$ cat src/hdl/pit_pkg.sv
// Package for the programmable interval timer.
// Holds command codes, control bit positions, reset values and the state type.
// No dependencies.
package pit_pkg;

	localparam int unsigned WordW = 16;
	localparam int unsigned PreW  = 7;

	typedef logic [WordW-1:0] word_t;
	typedef logic [PreW-1:0]  pre_t;

	typedef enum logic [1:0] {
		CMD_TICK    = 2'd0,
		CMD_RELOAD  = 2'd1,
		CMD_CONTROL = 2'd2,
		CMD_NONE    = 2'd3
	} cmd_t;

	typedef enum logic [1:0] {
		PRE_DIV1  = 2'd0,
		PRE_DIV16 = 2'd1,
		PRE_DIV4  = 2'd2,
		PRE_DIV64 = 2'd3
	} pre_sel_t;

	localparam int unsigned CtlStop      = 0;
	localparam int unsigned CtlWrap      = 1;
	localparam int unsigned CtlExpEnable = 2;
	localparam int unsigned CtlOneShot   = 3;
	localparam int unsigned CtlRun       = 4;
	localparam int unsigned CtlPreLo     = 5;
	localparam int unsigned CtlPreHi     = 6;
	localparam int unsigned CtlExpiry    = 7;

	localparam word_t CtlForced   = 16'hFF00;
	localparam word_t CountReset  = 16'hFFFF;
	localparam word_t ReloadReset = 16'h1200;
	localparam word_t CtlReset    = 16'hFF00;

	localparam pre_t Div16 = 7'd16;
	localparam pre_t Div4  = 7'd4;
	localparam pre_t Div64 = 7'd64;

	typedef struct packed {
		word_t count;
		word_t control;
		word_t reload;
	} pit_state_t;

endpackage

$ cat src/hdl/pit_if.sv
// Channel interfaces of the programmable interval timer.
// pit_req_if carries commands, pit_res_if carries results; both use pit_pkg.
interface pit_req_if import pit_pkg::*; ();
	logic  valid;
	logic  ready;
	cmd_t  cmd;
	word_t data;

	modport source (output valid, output cmd, output data, input ready);
	modport sink   (input valid, input cmd, input data, output ready);
endinterface

interface pit_res_if import pit_pkg::*; ();
	logic  valid;
	logic  ready;
	word_t count;
	word_t control_word;
	word_t reload_value;

	modport source (output valid, output count, output control_word,
		output reload_value, input ready);
	modport sink   (input valid, input count, input control_word,
		input reload_value, output ready);
endinterface

$ cat src/hdl/programmable_interval_timer.sv
// Programmable interval timer: 16-bit down-counter with prescaler and reload.
// Pipeline: an accepted transaction is held in stage one, then its result is registered for the result channel.
// Throughput: one transaction per cycle while the result channel is not stalled; the state update is a single pass.
// Reset: arst_n clears counter to 0xFFFF, reload to 0x1200, control to 0xFF00.
// Depends on pit_pkg, pit_if and pit_core.
module programmable_interval_timer import pit_pkg::*; (
	input  logic       clk,
	input  logic       arst_n,
	pit_req_if.sink    request,
	pit_res_if.source  result
);

	logic       valid_s1;
	cmd_t       cmd_s1;
	word_t      data_s1;
	logic       advance;
	logic       res_valid_q;
	pit_state_t res_q;
	pit_state_t nxt;

	assign advance       = valid_s1 && (!res_valid_q || result.ready);
	assign request.ready = !valid_s1 || advance;

	always_ff @(posedge clk or negedge arst_n) begin
		if (!arst_n) begin
			valid_s1 <= 1'b0;
		end else if (request.ready) begin
			valid_s1 <= request.valid;
		end
	end

	always_ff @(posedge clk) begin
		if (request.ready && request.valid) begin
			cmd_s1  <= request.cmd;
			data_s1 <= request.data;
		end
	end

	pit_core u_core (
		.clk     (clk),
		.arst_n  (arst_n),
		.step_en (advance),
		.cmd     (cmd_s1),
		.data    (data_s1),
		.nxt     (nxt)
	);

	always_ff @(posedge clk or negedge arst_n) begin
		if (!arst_n) begin
			res_valid_q <= 1'b0;
		end else if (advance) begin
			res_valid_q <= 1'b1;
		end else if (result.ready) begin
			res_valid_q <= 1'b0;
		end
	end

	always_ff @(posedge clk) begin
		if (advance)
			res_q <= nxt;
	end

	assign result.valid        = res_valid_q;
	assign result.count        = res_q.count;
	assign result.control_word = res_q.control;
	assign result.reload_value = res_q.reload;

	a_res_source: assert property (@(posedge clk) disable iff (!arst_n)
		$rose(res_valid_q) |-> $past(advance))
		else $error("result appeared without a transaction in stage one");

	a_no_overwrite: assert property (@(posedge clk) disable iff (!arst_n)
		res_valid_q && !result.ready |-> !advance)
		else $error("pending result would be overwritten");

	a_stage_drain: assert property (@(posedge clk) disable iff (!arst_n)
		valid_s1 && !request.ready |=> valid_s1 && $stable(cmd_s1) && $stable(data_s1))
		else $error("stalled transaction in stage one was lost");

endmodule

$ cat src/hdl/pit_core.sv
// Timer state registers and the single-step update logic.
// Depends on pit_pkg.
module pit_core import pit_pkg::*; (
	input  logic       clk,
	input  logic       arst_n,
	input  logic       step_en,
	input  cmd_t       cmd,
	input  word_t      data,
	output pit_state_t nxt
);

	word_t cnt_q;
	word_t rel_q;
	word_t ctl_q;
	pre_t  pre_q;

	word_t nxt_cnt;
	word_t nxt_rel;
	word_t nxt_ctl;
	pre_t  nxt_pre;
	pre_t  pre_inc;
	word_t dec;
	logic  fire;

	assign pre_inc = pre_q + 1'b1;
	assign dec     = cnt_q - 1'b1;

	always_comb begin
		case (pre_sel_t'(ctl_q[CtlPreHi:CtlPreLo]))
			PRE_DIV1:  fire = 1'b1;
			PRE_DIV16: fire = (pre_inc >= Div16);
			PRE_DIV4:  fire = (pre_inc >= Div4);
			PRE_DIV64: fire = (pre_inc >= Div64);
			default:   fire = 1'b1;
		endcase
	end

	always_comb begin
		nxt_cnt = cnt_q;
		nxt_rel = rel_q;
		nxt_ctl = ctl_q;
		nxt_pre = pre_q;
		case (cmd)
			CMD_TICK: begin
				if (ctl_q[CtlStop]) begin
					nxt_cnt = rel_q;
				end else if (ctl_q[CtlRun]) begin
					if (!fire) begin
						nxt_pre = pre_inc;
					end else begin
						nxt_pre = '0;
						nxt_cnt = dec;
						if (dec == '0) begin
							if (!ctl_q[CtlWrap]) begin
								if (ctl_q[CtlOneShot])
									nxt_ctl[CtlRun] = 1'b0;
								nxt_cnt = rel_q;
							end
							if (ctl_q[CtlExpEnable])
								nxt_ctl[CtlExpiry] = 1'b1;
						end
					end
				end
			end
			CMD_RELOAD: begin
				nxt_rel = data;
			end
			CMD_CONTROL: begin
				nxt_cnt = rel_q;
				nxt_ctl = CtlForced | data;
			end
			default: begin
			end
		endcase
	end

	always_ff @(posedge clk or negedge arst_n) begin
		if (!arst_n) begin
			cnt_q <= CountReset;
			rel_q <= ReloadReset;
			ctl_q <= CtlReset;
			pre_q <= '0;
		end else if (step_en) begin
			cnt_q <= nxt_cnt;
			rel_q <= nxt_rel;
			ctl_q <= nxt_ctl;
			pre_q <= nxt_pre;
		end
	end

	assign nxt.count   = nxt_cnt;
	assign nxt.control = nxt_ctl;
	assign nxt.reload  = nxt_rel;

	a_ctl_upper: assert property (@(posedge clk) disable iff (!arst_n)
		ctl_q[15:8] == 8'hFF)
		else $error("control upper byte lost its forced ones");

	a_pre_bound: assert property (@(posedge clk) disable iff (!arst_n)
		pre_q < Div64)
		else $error("prescaler count ran past its largest divisor");

	a_ctl_load: assert property (@(posedge clk) disable iff (!arst_n)
		step_en && cmd == CMD_CONTROL |=> cnt_q == $past(rel_q))
		else $error("control write did not load the counter from reload");

	a_hold: assert property (@(posedge clk) disable iff (!arst_n)
		!step_en |=> $stable(cnt_q) && $stable(rel_q) && $stable(ctl_q) && $stable(pre_q))
		else $error("timer state changed without a transaction");

endmodule
$ cat src/flat_wrapper.sv
// flat-port wrapper written by rule: the top's interface ports become plain ports
module programmable_interval_timer_flat import pit_pkg::*;
  (clk, arst_n, request_valid, request_cmd, request_data, request_ready, result_valid, result_count, result_control_word, result_reload_value, result_ready);
  pit_req_if request_i ();
  pit_res_if result_i ();
  input  logic clk;
  input  logic arst_n;
  input wire logic [$bits(request_i.valid)-1:0] request_valid;
  input wire logic [$bits(request_i.cmd)-1:0] request_cmd;
  input wire logic [$bits(request_i.data)-1:0] request_data;
  output wire logic [$bits(request_i.ready)-1:0] request_ready;
  output wire logic [$bits(result_i.valid)-1:0] result_valid;
  output wire logic [$bits(result_i.count)-1:0] result_count;
  output wire logic [$bits(result_i.control_word)-1:0] result_control_word;
  output wire logic [$bits(result_i.reload_value)-1:0] result_reload_value;
  input wire logic [$bits(result_i.ready)-1:0] result_ready;
  assign request_i.valid = request_valid;
  assign request_i.cmd = request_cmd;
  assign request_i.data = request_data;
  assign request_ready = request_i.ready;
  assign result_valid = result_i.valid;
  assign result_count = result_i.count;
  assign result_control_word = result_i.control_word;
  assign result_reload_value = result_i.reload_value;
  assign result_i.ready = result_ready;
  programmable_interval_timer u_core (.clk(clk), .arst_n(arst_n), .request(request_i), .result(result_i));
endmodule
$ cat config.mk
export PLATFORM = sky130hd
export DESIGN_NAME = programmable_interval_timer_flat
export DESIGN_NICKNAME = d
export VERILOG_FILES = /design/src/hdl/pit_pkg.sv /design/src/hdl/pit_if.sv /design/src/hdl/programmable_interval_timer.sv /design/src/hdl/pit_core.sv /design/src/flat_wrapper.sv
export SDC_FILE = /design/constraint.sdc
export NUM_CORES = 1
export LEC_CHECK = 0
export ABC_AREA = 1
export BUFFER_PORTS_ARGS = -buffer_cell sky130_fd_sc_hd__buf_2
export CORE_MARGIN = 4
export CORE_UTILIZATION = 58
export DETAILED_ROUTE_END_ITERATION = 10
export HOLD_SLACK_MARGIN = 0.1
export PLACE_DENSITY = 0.79
export SYNTH_ARGS = -nofsm -noshare
export SYNTH_HDL_FRONTEND = slang
export SYNTH_SLANG_ARGS = --single-unit
$ cat constraint.sdc
create_clock -name clk -period 3.2 [get_ports clk]
set_input_delay 0.16 -clock clk [delete_from_list [all_inputs] [get_ports clk]]
set_output_delay 0.16 -clock clk [all_outputs]
set_load 0.05 [all_outputs]
* After elaboration in Yosys (flattened, before gate mapping)
Cells that the tools add are included.
** Operators by class
- Magnitude comparators :: 3
- Bitwise operators :: 1
- Add/sub/neg operators :: 2
- Muxes and demuxes :: 27
- Equality and inequality tests :: 5
- Reductions and logical operators :: 11
** Operators by type and width (number)
- 16-bit 2-to-1 mux :: 6
- 16-bit one-hot mux with 2 select lines :: 1
- 16-bit zero test :: 1
- 16-bit by 1-bit subtractor with 16-bit output, second input constant :: 1
- 1-bit 2-to-1 mux :: 13
- 8-bit 2-to-1 mux :: 1
- 7-bit by 1-bit adder with 7-bit output, second input constant :: 1
- 7-bit by 3-bit greater-or-equal comparator with 1-bit output, second input constant :: 1
- 7-bit by 5-bit greater-or-equal comparator with 1-bit output, second input constant :: 1
- 7-bit greater-or-equal comparator, second input constant :: 1
- 7-bit 2-to-1 mux :: 1
- 2-bit == test, second input constant :: 3
- 2-bit by 1-bit == test with 1-bit output, second input constant :: 2
- 2-bit zero test :: 2
- 4-bit 2-to-1 mux :: 1
- 1-bit one-hot mux with 2 select lines :: 2
- 1-bit one-hot mux with 4 select lines :: 1
- 4-bit AND reduction :: 1
- 1-bit logical AND :: 2
- 1-bit zero test :: 2
- 1-bit logical OR :: 2
- 2-bit 2-to-1 mux :: 1
- 2-bit nonzero test :: 1
- 1-bit inverter :: 1
** Storage, ports and cells
- Register bits after elaboration :: 123
- Output and inout bits :: 50
- Bits of input ports :: 22

* Logic depth before layout (Yosys ltp)
Gate-level depths: netlist of the first run.
- Depth after elaboration :: 7
- Gate-level depth with buffers :: 20
- Gate-level depth less buffers :: 19

* Hierarchy
From an unflattened synthesis of the first run, not the netlist that was laid out.
** Second synthesis, totals
- Cells, all modules :: 706
- Area, all modules :: 6144.6 µm²
** Modules (own cells, without submodules)
- pit_core :: cells each 628, seq. area each 1408.9 µm², area each 4067.7 µm², instances 1
- programmable_interval_timer :: cells each 78, seq. area each 2031.9 µm², area each 2077.0 µm², instances 1

* Worst setup path before layout of the first run
OpenSTA, ideal clock, no wires.
- Path type :: flip-flop to flip-flop
- Start :: reg u_core.u_core.cnt_q[0]
- End :: reg u_core.res_q (netlist bit u_core.result.count[12]), data pin
- Period minus slack after synthesis :: 2.390 ns
- Data arrival time :: 2.136 ns
- Required time :: 2.945 ns
- Path buffers :: 1
- Cell stages (with the launch flop) :: 16
- Path slack :: 0.810 ns
- Setup time :: 0.255 ns
- Path through :: dfstp_2 inv_2 ha_1 xnor2_1 nand2_1 nor2_1 nand2_1 nor2_1 nand2_1 nor2_4 buf_2 nand4_1 nand3_1 nand2_1 nand2_1 nand2_2
** RTL lines
- start, declared :: line pit_core.sv:12 : word_t cnt_q;
- start signal, assigned :: line pit_core.sv:79 : cnt_q <= CountReset;
- start signal, assigned :: line pit_core.sv:84 : cnt_q <= nxt_cnt;
- end signal, assigned :: line programmable_interval_timer.sv:60 : res_q <= nxt;
- end, declared :: line programmable_interval_timer.sv:18 : pit_state_t res_q;

==> results.yml, run 1 <==
sta:
  slew_headroom_pct: 24.5
  hold_viol_final: 0
  min_period_ns: 2.81
  skew_ns: 0.00617
  rsz0062_at_grt: "false"
  fmax_mhz: 356
  worst_pin_slew_ns: 1.13
  fin_crit_sh_pct: 87.7
  slew_violations: 0
  tns_ns: 0
  final-setup-viol-count: 0
power:
  powerDensity_mw_per_mm2: 1020
  switching_share_pct: 42.0
  pwr-share-clk_pct: 26.6
  p_leak_nw: 3.34
  irDropWorstVdd_mv: 0.674
  sequentialPowerShare_pct: 34.8
  internal_power_mw: 4.37
  p_switching_mw: 3.16
  combPwrFrac_pct: 38.6
worst_setup_path:
  critPathMaxFanout: 18
  crit_arrival_ns: 3.26
  end_kind: "flip-flop"
  worstSetupStartpointType: "flip-flop"
  worstSetupPathType: "flip-flop to flip-flop"
  worst_ep_required_time_ns: 3.66
layout:
  final_core_util_pct: 73.9
  area_growth_pct: 22.0
  layout_common_cells: "224 x nand2_1, 76 x inv_1, 71 x buf_2, 66 x edfxtp_1, 45 x o21ai_0"
  nNetsFinal: 809
  num_antenna_cells: 0
  mostFrequentLayoutCell: "nand2_1"
  drive_gt1_share_pct: 20.6
floorplanning:
  core_area_mm2: 0.00995
  die_area_mm2: 0.0121
  rows: 36
  die_y_um: 110
  start_util_pct: 60.6
  io_pins: 72
  die_w_um: 110
routing:
  drt_pass1_iterations: 7
  wl_per_cell_um: 15.9
  num_vias: 5024
  drtAntennaViolNets: 0
  routed_wirelength_um: 14800
  viasPerCell: 5.41
  drt_iter0_drc: 451
  drc_errors: 0
grt:
  grtUsageTotal_pct: 26.4
  antenna_found_initial: 0
  overflow: 0
  first_global_vias: 4915
  grt_first_pass_wirelength_um: 24300
  grt_max_degree: 100
synthesis:
  synth_warnings: 0
  synth_top_area_share_pct: 32.8
  synth_area_mm2: 0.00603
  ys_ff_latch: 123
  syn_area_per_cell_um2: 8.72
  synth.area.top_cells: "edfxtp_1 33%, nand2_1 14%, dfrtp_1 13%"
  synth_seq_area_share_pct: 57.0
  ys_types: 32
  yosys.area.top_type: "edfxtp_1"
  syn_inst: 692
  syn_nets: 718
clock_tree:
  cts_resized: 0
  clk_latency_ns: 0.52
  clock-sinks: 123
  clockBufferDepth: 2
  path_clk_slew_ns: 0.06
  cts_htree_levels: 4
  cts_tree: "done"
  cts_root_buffer: "clkbuf_8"
  cts_buffers: 17
flow_run:
  maxCapViolCount: 0
placement:
  io_buffers: 71
  globalplace.congestion: 0.935
  dp_hpwl_um: 8810
run_status:
  outcome: "finished, final reports clean"
min_path:
  hold_class: "input pin to asynchronous set/reset pin"
==> metrics by stage <==
stage | hold slack (ns) | instance area [um^2] | worst slack, ns | cells | total power [mW]
floorplan | -0.136 | 6030 | 0.810 | 692 | 4.80
global placement | 0.272 | 6490 | 0.391 | 873 | 5.38
detailed placement | 0.272 | 6490 | 0.331 | 873 | 5.43
CTS | 0.259 | 7340 | 0.313 | 928 | 7.50
global route | 0.323 | 7360 | 0.224 | 929 | 8.00
finish | 0.268 | 7360 | 0.395 | 929 | 7.53
==> state kept, by name (all words and copies together), names as in the netlist <==
signal,flops
u_core.result.control_word,16
u_core.u_core.pre_q,7
u_core.result.count,16
u_core.u_core.ctl_q,16
u_core.u_core.rel_q,16
u_core.result.reload_value,16
u_core.valid_s1,1
u_core.result.valid,1
u_core.data_s1,16
u_core.u_core.cnt_q,16
u_core.cmd_s1,2
==> power groups by stage <==
stage	clock (mW)	sequential (mW)	combinational, mW
final	2.01	2.62	2.91
after global routing	2.11	2.67	3.22
after CTS	2.02	2.61	2.87
after detailed placement	0	2.62	2.82
after global placement	0	2.61	2.77
after floorplan	0	2.95	1.85
==> worst max-delay path, cell delays in order (launching register included) <==
cell and delay, ns:
dfstp_2 0.58, inv_2 0.08, ha_1 0.29, nand3_1 0.15, inv_1 0.07, nand2_1 0.06, nand2_1 0.04, nand2_1 0.09
nand3_1 0.12, nor2_4 0.38, nand3_4 0.28, nand2_1 0.17, nand3_1 0.08, nand2_1 0.07, nand2_1 0.05, nand2_1 0.11
nand2_1 0.06, nand2_1 0.07
==> routing by layer <==
layer,vias up,global-route usage (%),wire length (um)
met3,27,6.76,1110
met5,-,0,0
met4,0,10.1,259
li1,2436,-,-
met1,2359,34.8,6210
met2,202,42.4,7200
==> worst paths after layout <==
kind,from,to,slack [ns],cells after the start
setup / recovery,u_core.u_core.cnt_q[0],u_core.u_core.cnt_q[2],0.39,17
hold / removal,arst_n,u_core.u_core.pre_q[6],0.27,2
setup reg to reg,u_core.u_core.cnt_q[0],u_core.u_core.cnt_q[2],0.39,17
hold reg to reg,u_core.u_core.ctl_q[11],u_core.u_core.ctl_q[11],0.47,2
max in group asynchronous,arst_n,u_core.u_core.cnt_q[13],2.03,3
min in group clk,request_data[9],u_core.data_s1[9],0.35,2
==> kinds of logic after synthesis <==
group / count (synthesis) / synth area share [%]
adders and majority gates: 4 / 0.829
buffers and inverters: 115 / 7.42
xor gates and xnor gates: 10 / 1.70
and+or+nand+nor: 335 / 23.9
AOI/OAI and AO/OA: 104 / 8.92
DFF: 123 / 57.0
muxes: 1 / 0.166
==> Yosys cell counts (all sizes together) <==
| library cell | count |
|---|---|
| a21oi | 43 |
| buf | 6 |
| clkbuf | 23 |
| clkinv | 4 |
| dfrtp | 31 |
| dfstp | 26 |
| edfxtp | 66 |
| ha | 4 |
| inv | 82 |
| mux2i | 1 |
| nand2 | 237 |
| nand3 | 34 |
| nand4 | 18 |
| nor2 | 44 |
| nor3 | 1 |
| nor4 | 1 |
| o21a | 1 |
| o21ai | 48 |
| o22ai | 12 |
| xnor2 | 2 |
| xor2 | 8 |
==> cell type report <==
| type | count | area [um^2] |
|---|---|---|
| multi-input cells | 454 | 2150 |
| well taps | 133 | 166 |
| clock buffers | 18 | 428 |
| repair buffers | 101 | 663 |
| inverters | 86 | 324 |
| flip-flops and latches | 123 | 3440 |
| clock inverters | 14 | 191 |
| fillers | 699 | 2590 |
==> what timing repair did <==
action                     CTS  global route
setup endpoints to repair    0             6
hold buffers                23             0
setup buffers                0             1
hold endpoints to repair    41             0
(Power assumes the default switching activity.)
==> run 2, diff against run 1 <==
--- a/config.mk
+++ b/config.mk
@@ -7,11 +7,10 @@
 export LEC_CHECK = 0
 export ABC_AREA = 1
 export BUFFER_PORTS_ARGS = -buffer_cell sky130_fd_sc_hd__buf_2
-export CORE_MARGIN = 4
-export CORE_UTILIZATION = 58
+export CORE_MARGIN = 10
+export CORE_UTILIZATION = 26
 export DETAILED_ROUTE_END_ITERATION = 10
 export HOLD_SLACK_MARGIN = 0.1
-export PLACE_DENSITY = 0.79
 export SYNTH_ARGS = -nofsm -noshare
 export SYNTH_HDL_FRONTEND = slang
 export SYNTH_SLANG_ARGS = --single-unit
==> results.yml, run 2 (synthesis results as in run 1) <==
power:
  powerDensity_mw_per_mm2: 991
  irDropWorstVdd_mv: 0.413
  p_leak_nw: 3.32
sta:
  fmax_mhz: 354
  rsz0062_at_grt: "false"
  final-setup-viol-count: 0
  slew_violations: 0
  slew_headroom_pct: 22.0
  hold_viol_final: 0
  fin_crit_sh_pct: 88.3
  skew_ns: 0.0118
  min_period_ns: 2.82
  tns_ns: 0
  worst_pin_slew_ns: 1.17
grt:
  overflow: 0
  grt_first_pass_wirelength_um: 26100
  grtUsageTotal_pct: 11.2
  grt_max_degree: 100
  antenna_found_initial: 0
  first_global_vias: 4720
flow_run:
  maxCapViolCount: 0
worst_setup_path:
  critPathMaxFanout: 18
  slowest_delay_ns: 0.58
  r2r_start: "u_core.u_core.cnt_q[0]"
  regToRegSetupSlack_ns: 0.38
  worst_ep_required_time_ns: 3.56
  critical_path.top_delay_family: "simple AND/OR/NAND/NOR gates"
  worstSetupStartpointType: "flip-flop"
  reg2reg_to: "u_core.u_core.cnt_q[2]"
  cp_cell_sequence: "inv_2 > ha_1 > nand3_1 > inv_1 > nand2_1 > nand2_1 > nand2_1 > nand3_1 > nor2_4 > nand3_4 > nand2_1 > nand3_1 > nand2_1 > nand2_1 > nand2_1 > nand2_1 > nand2_1"
  worstSetupPathType: "flip-flop to flip-flop"
  reg2reg_depth: 17
  crit_buf_inv: 2
  crit_slowest_cell: "dfstp_2"
  end_kind: "flip-flop"
  crit_arrival_ns: 3.19
  cpMostUsedCell: "nand2_1"
clock_tree:
  clockBufferDepth: 2
  cts_buffers: 17
  path_clk_slew_ns: 0.06
  cts_root_buffer: "clkbuf_16"
  clock-sinks: 123
  clk_latency_ns: 0.42
  cts_tree: "done"
  cts_resized: 0
  cts_htree_levels: 4
layout:
  nNetsFinal: 811
  fin_cells: 1083
  mostFrequentLayoutCell: "nand2_1"
  seq_area_mm2: 0.00344
  drive_gt1_share_pct: 20.9
  multiInputGateArea_mm2: 0.00215
  layout_common_cells: "224 x nand2_1, 76 x inv_1, 71 x buf_2, 66 x edfxtp_1, 45 x o21ai_0"
  num_antenna_cells: 0
  area_growth_pct: 24.6
  fillerInstances: 2347
routing:
  drt_pass1_iterations: 7
  viasPerCell: 4.53
  drc_errors: 0
  num_vias: 4908
  wl_per_cell_um: 14.7
  routed_wirelength_um: 15900
  drt_iter0_drc: 349
  drtAntennaViolNets: 0
placement:
  io_buffers: 71
  dp_hpwl_um: 11100
  globalplace.congestion: 0.904
  placed_cells: 1029
min_path:
  hold_class: "input pin to asynchronous set/reset pin"
floorplanning:
  die_area_mm2: 0.0297
  core_area_mm2: 0.0227
  die_y_um: 172
  die_w_um: 172
  io_pins: 72
  rows: 55
  start_util_pct: 26.6
run_status:
  outcome: "finished, final reports clean"
==> run 2: through the flow <==
| step | total power [mW] | setup WS [ns] | utilization [%] | cell area (um^2) | hold WS (ns) |
|---|---|---|---|---|---|
| after floorplan | 4.80 | 0.810 | - | 6030 | -0.136 |
| after global placement | 5.52 | 0.502 | 29.5 | 6710 | 0.328 |
| after detailed placement | 5.54 | 0.445 | 29.5 | 6710 | 0.333 |
| after CTS | 7.51 | 0.395 | 33.1 | 7520 | 0.423 |
| after global routing | 7.98 | 0.0614 | 33.1 | 7520 | 0.445 |
| final | 7.45 | 0.376 | 33.1 | 7520 | 0.409 |
==> run 2: worst max-delay path by stage <==
stage | depth (start not counted) | to | start
after global placement | 17 | u_core.u_core.cnt_q[2] | u_core.u_core.cnt_q[0]
after CTS | 17 | u_core.u_core.cnt_q[2] | u_core.u_core.cnt_q[0]
final | 17 | u_core.u_core.cnt_q[2] | u_core.u_core.cnt_q[0]
after global routing | 17 | u_core.u_core.cnt_q[3] | u_core.u_core.cnt_q[0]
after detailed placement | 17 | u_core.u_core.cnt_q[2] | u_core.u_core.cnt_q[0]
after floorplan | 15 | u_core.result.count[12] | u_core.u_core.cnt_q[0]
==> run 2: area by class of cell <==
| cell class | instances | share of cell area, % |
|---|---|---|
| clock buffer | 20 | 5.94 |
| clock inverter | 12 | 1.88 |
| inverter | 86 | 4.31 |
| multi-input combinational | 454 | 28.5 |
| sequential | 123 | 45.8 |
| tap | 285 | 4.74 |
| timing repair buffer | 103 | 8.82 |
==> run 2: routing by layer <==
metal  wire length (um)  global-route usage [%]
met5                  0                       0
met4                283                    4.27
met3                947                    3.28
met2               7430                    17.3
met1               7230                    14.6
==> run 2: repair_timing <==
action                    4_1_cts  5_1_grt
buffers inserted                0        0
hold buffers                   22        0
hold endpoints to repair       36        0
==> run 2: worst reg2reg max path, cell delays in order, from the launching register on <==
cell	delay [ns]
dfstp_2	0.58
inv_2	0.08
ha_1	0.29
nand3_1	0.14
inv_1	0.06
nand2_1	0.06
nand2_1	0.04
nand2_1	0.09
nand3_1	0.13
nor2_4	0.42
nand3_4	0.28
nand2_1	0.14
nand3_1	0.09
nand2_1	0.08
nand2_1	0.05
nand2_1	0.11
nand2_1	0.06
nand2_1	0.07
==> run 2: report_power, final <==
| group | leakage (nW) | internal, mW | total [mW] | switching, mW |
|---|---|---|---|---|
| sequential | 1.28 | 2.24 | 2.63 | 0.382 |
| clock | 0.275 | 1.18 | 1.90 | 0.721 |
| combinational | 1.77 | 0.839 | 2.93 | 2.09 |
| total | 3.32 | 4.26 | 7.45 | 3.19 |
==> run 3, diff against run 2 <==
--- a/config.mk
+++ b/config.mk
@@ -5,7 +5,6 @@
 export SDC_FILE = /design/constraint.sdc
 export NUM_CORES = 1
 export LEC_CHECK = 0
-export ABC_AREA = 1
 export BUFFER_PORTS_ARGS = -buffer_cell sky130_fd_sc_hd__buf_2
 export CORE_MARGIN = 10
 export CORE_UTILIZATION = 26
==> results.yml, run 3 <==
power:
  powerDensity_mw_per_mm2: 833
  p_switching_mw: 2.44
  p_total_mw: 6.60
  sequentialPowerShare_pct: 37.3
  pwr-share-clk_pct: 30.8
  switching_share_pct: 37.0
  irDropWorstVdd_mv: 0.382
  combPwrFrac_pct: 31.9
  p_leak_nw: 2.99
  internal_power_mw: 4.16
clock_tree:
  clock-sinks: 123
  cts_buffers: 17
  clk_latency_ns: 0.42
  cts_root_buffer: "clkbuf_16"
  cts_tree: "done"
  cts_htree_levels: 4
  path_clk_slew_ns: 0.06
  clockBufferDepth: 2
synthesis:
  synth_xor_area_share_pct: 1.12
  synth_area_mm2: 0.00623
  ys_types: 76
  syn_nets: 615
  synthSimpleGateAreaFrac_pct: 18.2
  synth-async-reset-ratio_pct: 46.3
  synth_mux_area_share_pct: 3.05
  syn_inst: 589
  synthAdderAreaFrac_pct: 0.803
  synth-compound-area-share_pct: 18.3
  synth_top_family_by_area: "compound AO/OA/AOI/OAI gates"
  synth_warnings: 0
  yosysMostFrequentCell: "nand2_1"
  syn_area_per_cell_um2: 10.6
  synth-edff-count: 66
  synthFlopType: "edfxtp_1"
  synth_top_area_share_pct: 31.8
  ys_ff_latch: 123
  synth_seq_area_share_pct: 55.2
  yosys.area.top_type: "edfxtp_1"
  synth.area.top_cells: "edfxtp_1 32%, dfrtp_1 12%, dfstp_2 11%"
  synthTopCellsByCount: "97 x nand2_1, 66 x edfxtp_1, 48 x nor2_1"
routing:
  drt_iter0_drc: 413
  drtAntennaViolNets: 0
  wl_per_cell_um: 17.4
  drc_errors: 0
  viasPerCell: 4.87
  num_vias: 4996
  drt_pass1_iterations: 5
  routed_wirelength_um: 17800
worst_setup_path:
  end_kind: "flip-flop"
  r2r_start: "u_core.u_core.cnt_q[0]"
  worstSetupPathType: "flip-flop to flip-flop"
  critPathMaxFanout: 8
  crit_arrival_ns: 3.26
  reg2reg_to: "u_core.result.count[6]"
  endpoint: "u_core.result.count[6]"
  worstSetupStartpointType: "flip-flop"
  regToRegSetupSlack_ns: 0.11
  reg2reg_depth: 10
  worst_ep_required_time_ns: 3.37
  crit_start: "u_core.u_core.cnt_q[0]"
placement:
  dp_hpwl_um: 12500
  placed_cells: 971
  dpl_cell_area_mm2: 0.00705
  globalplace.congestion: 0.934
  io_buffers: 71
floorplanning:
  start_util_pct: 26.5
  rows: 56
  die_y_um: 175
  core_area_mm2: 0.0235
  io_pins: 72
  die_area_mm2: 0.0306
  die_w_um: 175
layout:
  nNetsFinal: 719
  fin_cells: 1025
  fillerInstances: 2413
  num_antenna_cells: 0
  mostFrequentLayoutCell: "nand2_1"
  layout_common_cells: "97 x nand2_1, 70 x buf_2, 66 x edfxtp_1, 47 x nor2_1, 36 x o21ai_0"
  drive_gt1_share_pct: 29.5
  area_growth_pct: 27.1
  fin_area_mm2: 0.00792
sta:
  final-setup-viol-count: 0
  min_period_ns: 3.09
  fmax_mhz: 324
  fin_crit_sh_pct: 96.5
  skew_ns: 0.0126
  hold_viol_final: 0
  tns_ns: 0
  slew_violations: 0
  slew_headroom_pct: 37.7
  worst_pin_slew_ns: 0.935
min_path:
  hold_class: "input pin to asynchronous set/reset pin"
run_status:
  outcome: "finished, final reports clean"
grt:
  grtUsageTotal_pct: 11.7
  overflow: 0
  grt_first_pass_wirelength_um: 28600
  grt_max_degree: 58
  first_global_vias: 4983
  antenna_found_initial: 0
flow_run:
  maxCapViolCount: 0
[run 3: power groups by stage]
stage,clock network [mW],registers (mW),logic (mW)
2_1_floorplan,0,2.56,1.35
3_3_place_gp,0,2.48,2.04
3_5_place_dp,0,2.47,2.05
4_1_cts,2.08,2.45,2.08
5_1_grt,2.14,2.51,2.31
6_report,2.03,2.46,2.10
[run 3: layer usage]
layer | GRT usage, % | wire length [um] | vias up
met5 | 0 | 0 | -
met4 | 3.14 | 110 | 0
met3 | 3.88 | 1260 | 12
met2 | 18.9 | 8490 | 166
met1 | 14.8 | 7950 | 2448
li1 | - | - | 2370
[run 3: logic make-up (layout without fill, tap and decap cells)]
group / count (synthesis) / count (layout)
simple gates: 232 / 232
compound gates: 155 / 155
flops: 123 / 123
buf+inv: 50 / 167
mux: 17 / 17
xor+xnor: 8 / 8
fa+ha+maj: 4 / 4
[run 3: repair_timing]
action	CTS	global route
setup buffers	0	0
gates resized for setup	0	4
hold buffers	22	0
hold endpoints to repair	51	0
setup endpoints to repair	0	6
[run 3: worst min path at each step]
stage,start,end,cells past startpoint,slack [ns]
after floorplan,arst_n,u_core.result.valid,0,-0.14
after global placement,arst_n,u_core.u_core.rel_q[3],1,0.30
after detailed placement,arst_n,u_core.u_core.ctl_q[5],1,0.31
after CTS,arst_n,u_core.u_core.pre_q[3],2,0.39
after global routing,arst_n,u_core.u_core.rel_q[11],2,0.42
final,arst_n,u_core.u_core.rel_q[13],2,0.37
[run 3: cell type report]
| type | instances | area [um^2] | area share [%] |
|---|---|---|---|
| sequential | 123 | 3440 | 43.5 |
| tap | 319 | 399 | 5.04 |
| timing repair buffer | 122 | 796 | 10.1 |
| inverter | 13 | 48.8 | 0.616 |
| multi-input combinational | 416 | 2610 | 33.0 |
| clock inverter | 14 | 193 | 2.43 |
| clock buffer | 18 | 429 | 5.42 |
[run 3: stage by stage]
step | hold WS (ns) | util, % | setup WS, ns
CTS | 0.391 | 33.5 | 0.0612
global route | 0.422 | 33.6 | -0.0141
global placement | 0.296 | 29.9 | 0.186
floorplan | -0.136 | - | 0.0972
finish | 0.366 | 33.6 | 0.113
detailed placement | 0.305 | 29.9 | 0.0855
[run 3: worst max-delay path, cell delays in order, from the launching register on]
cell,delay [ns]
dfstp_2,0.40
inv_1,0.08
ha_1,0.24
or3b_4,0.47
o32a_1,0.41
o32ai_4,0.24
o2111ai_4,0.26
o31ai_2,0.36
buf_4,0.19
a211o_1,0.13
a21boi_1,0.06
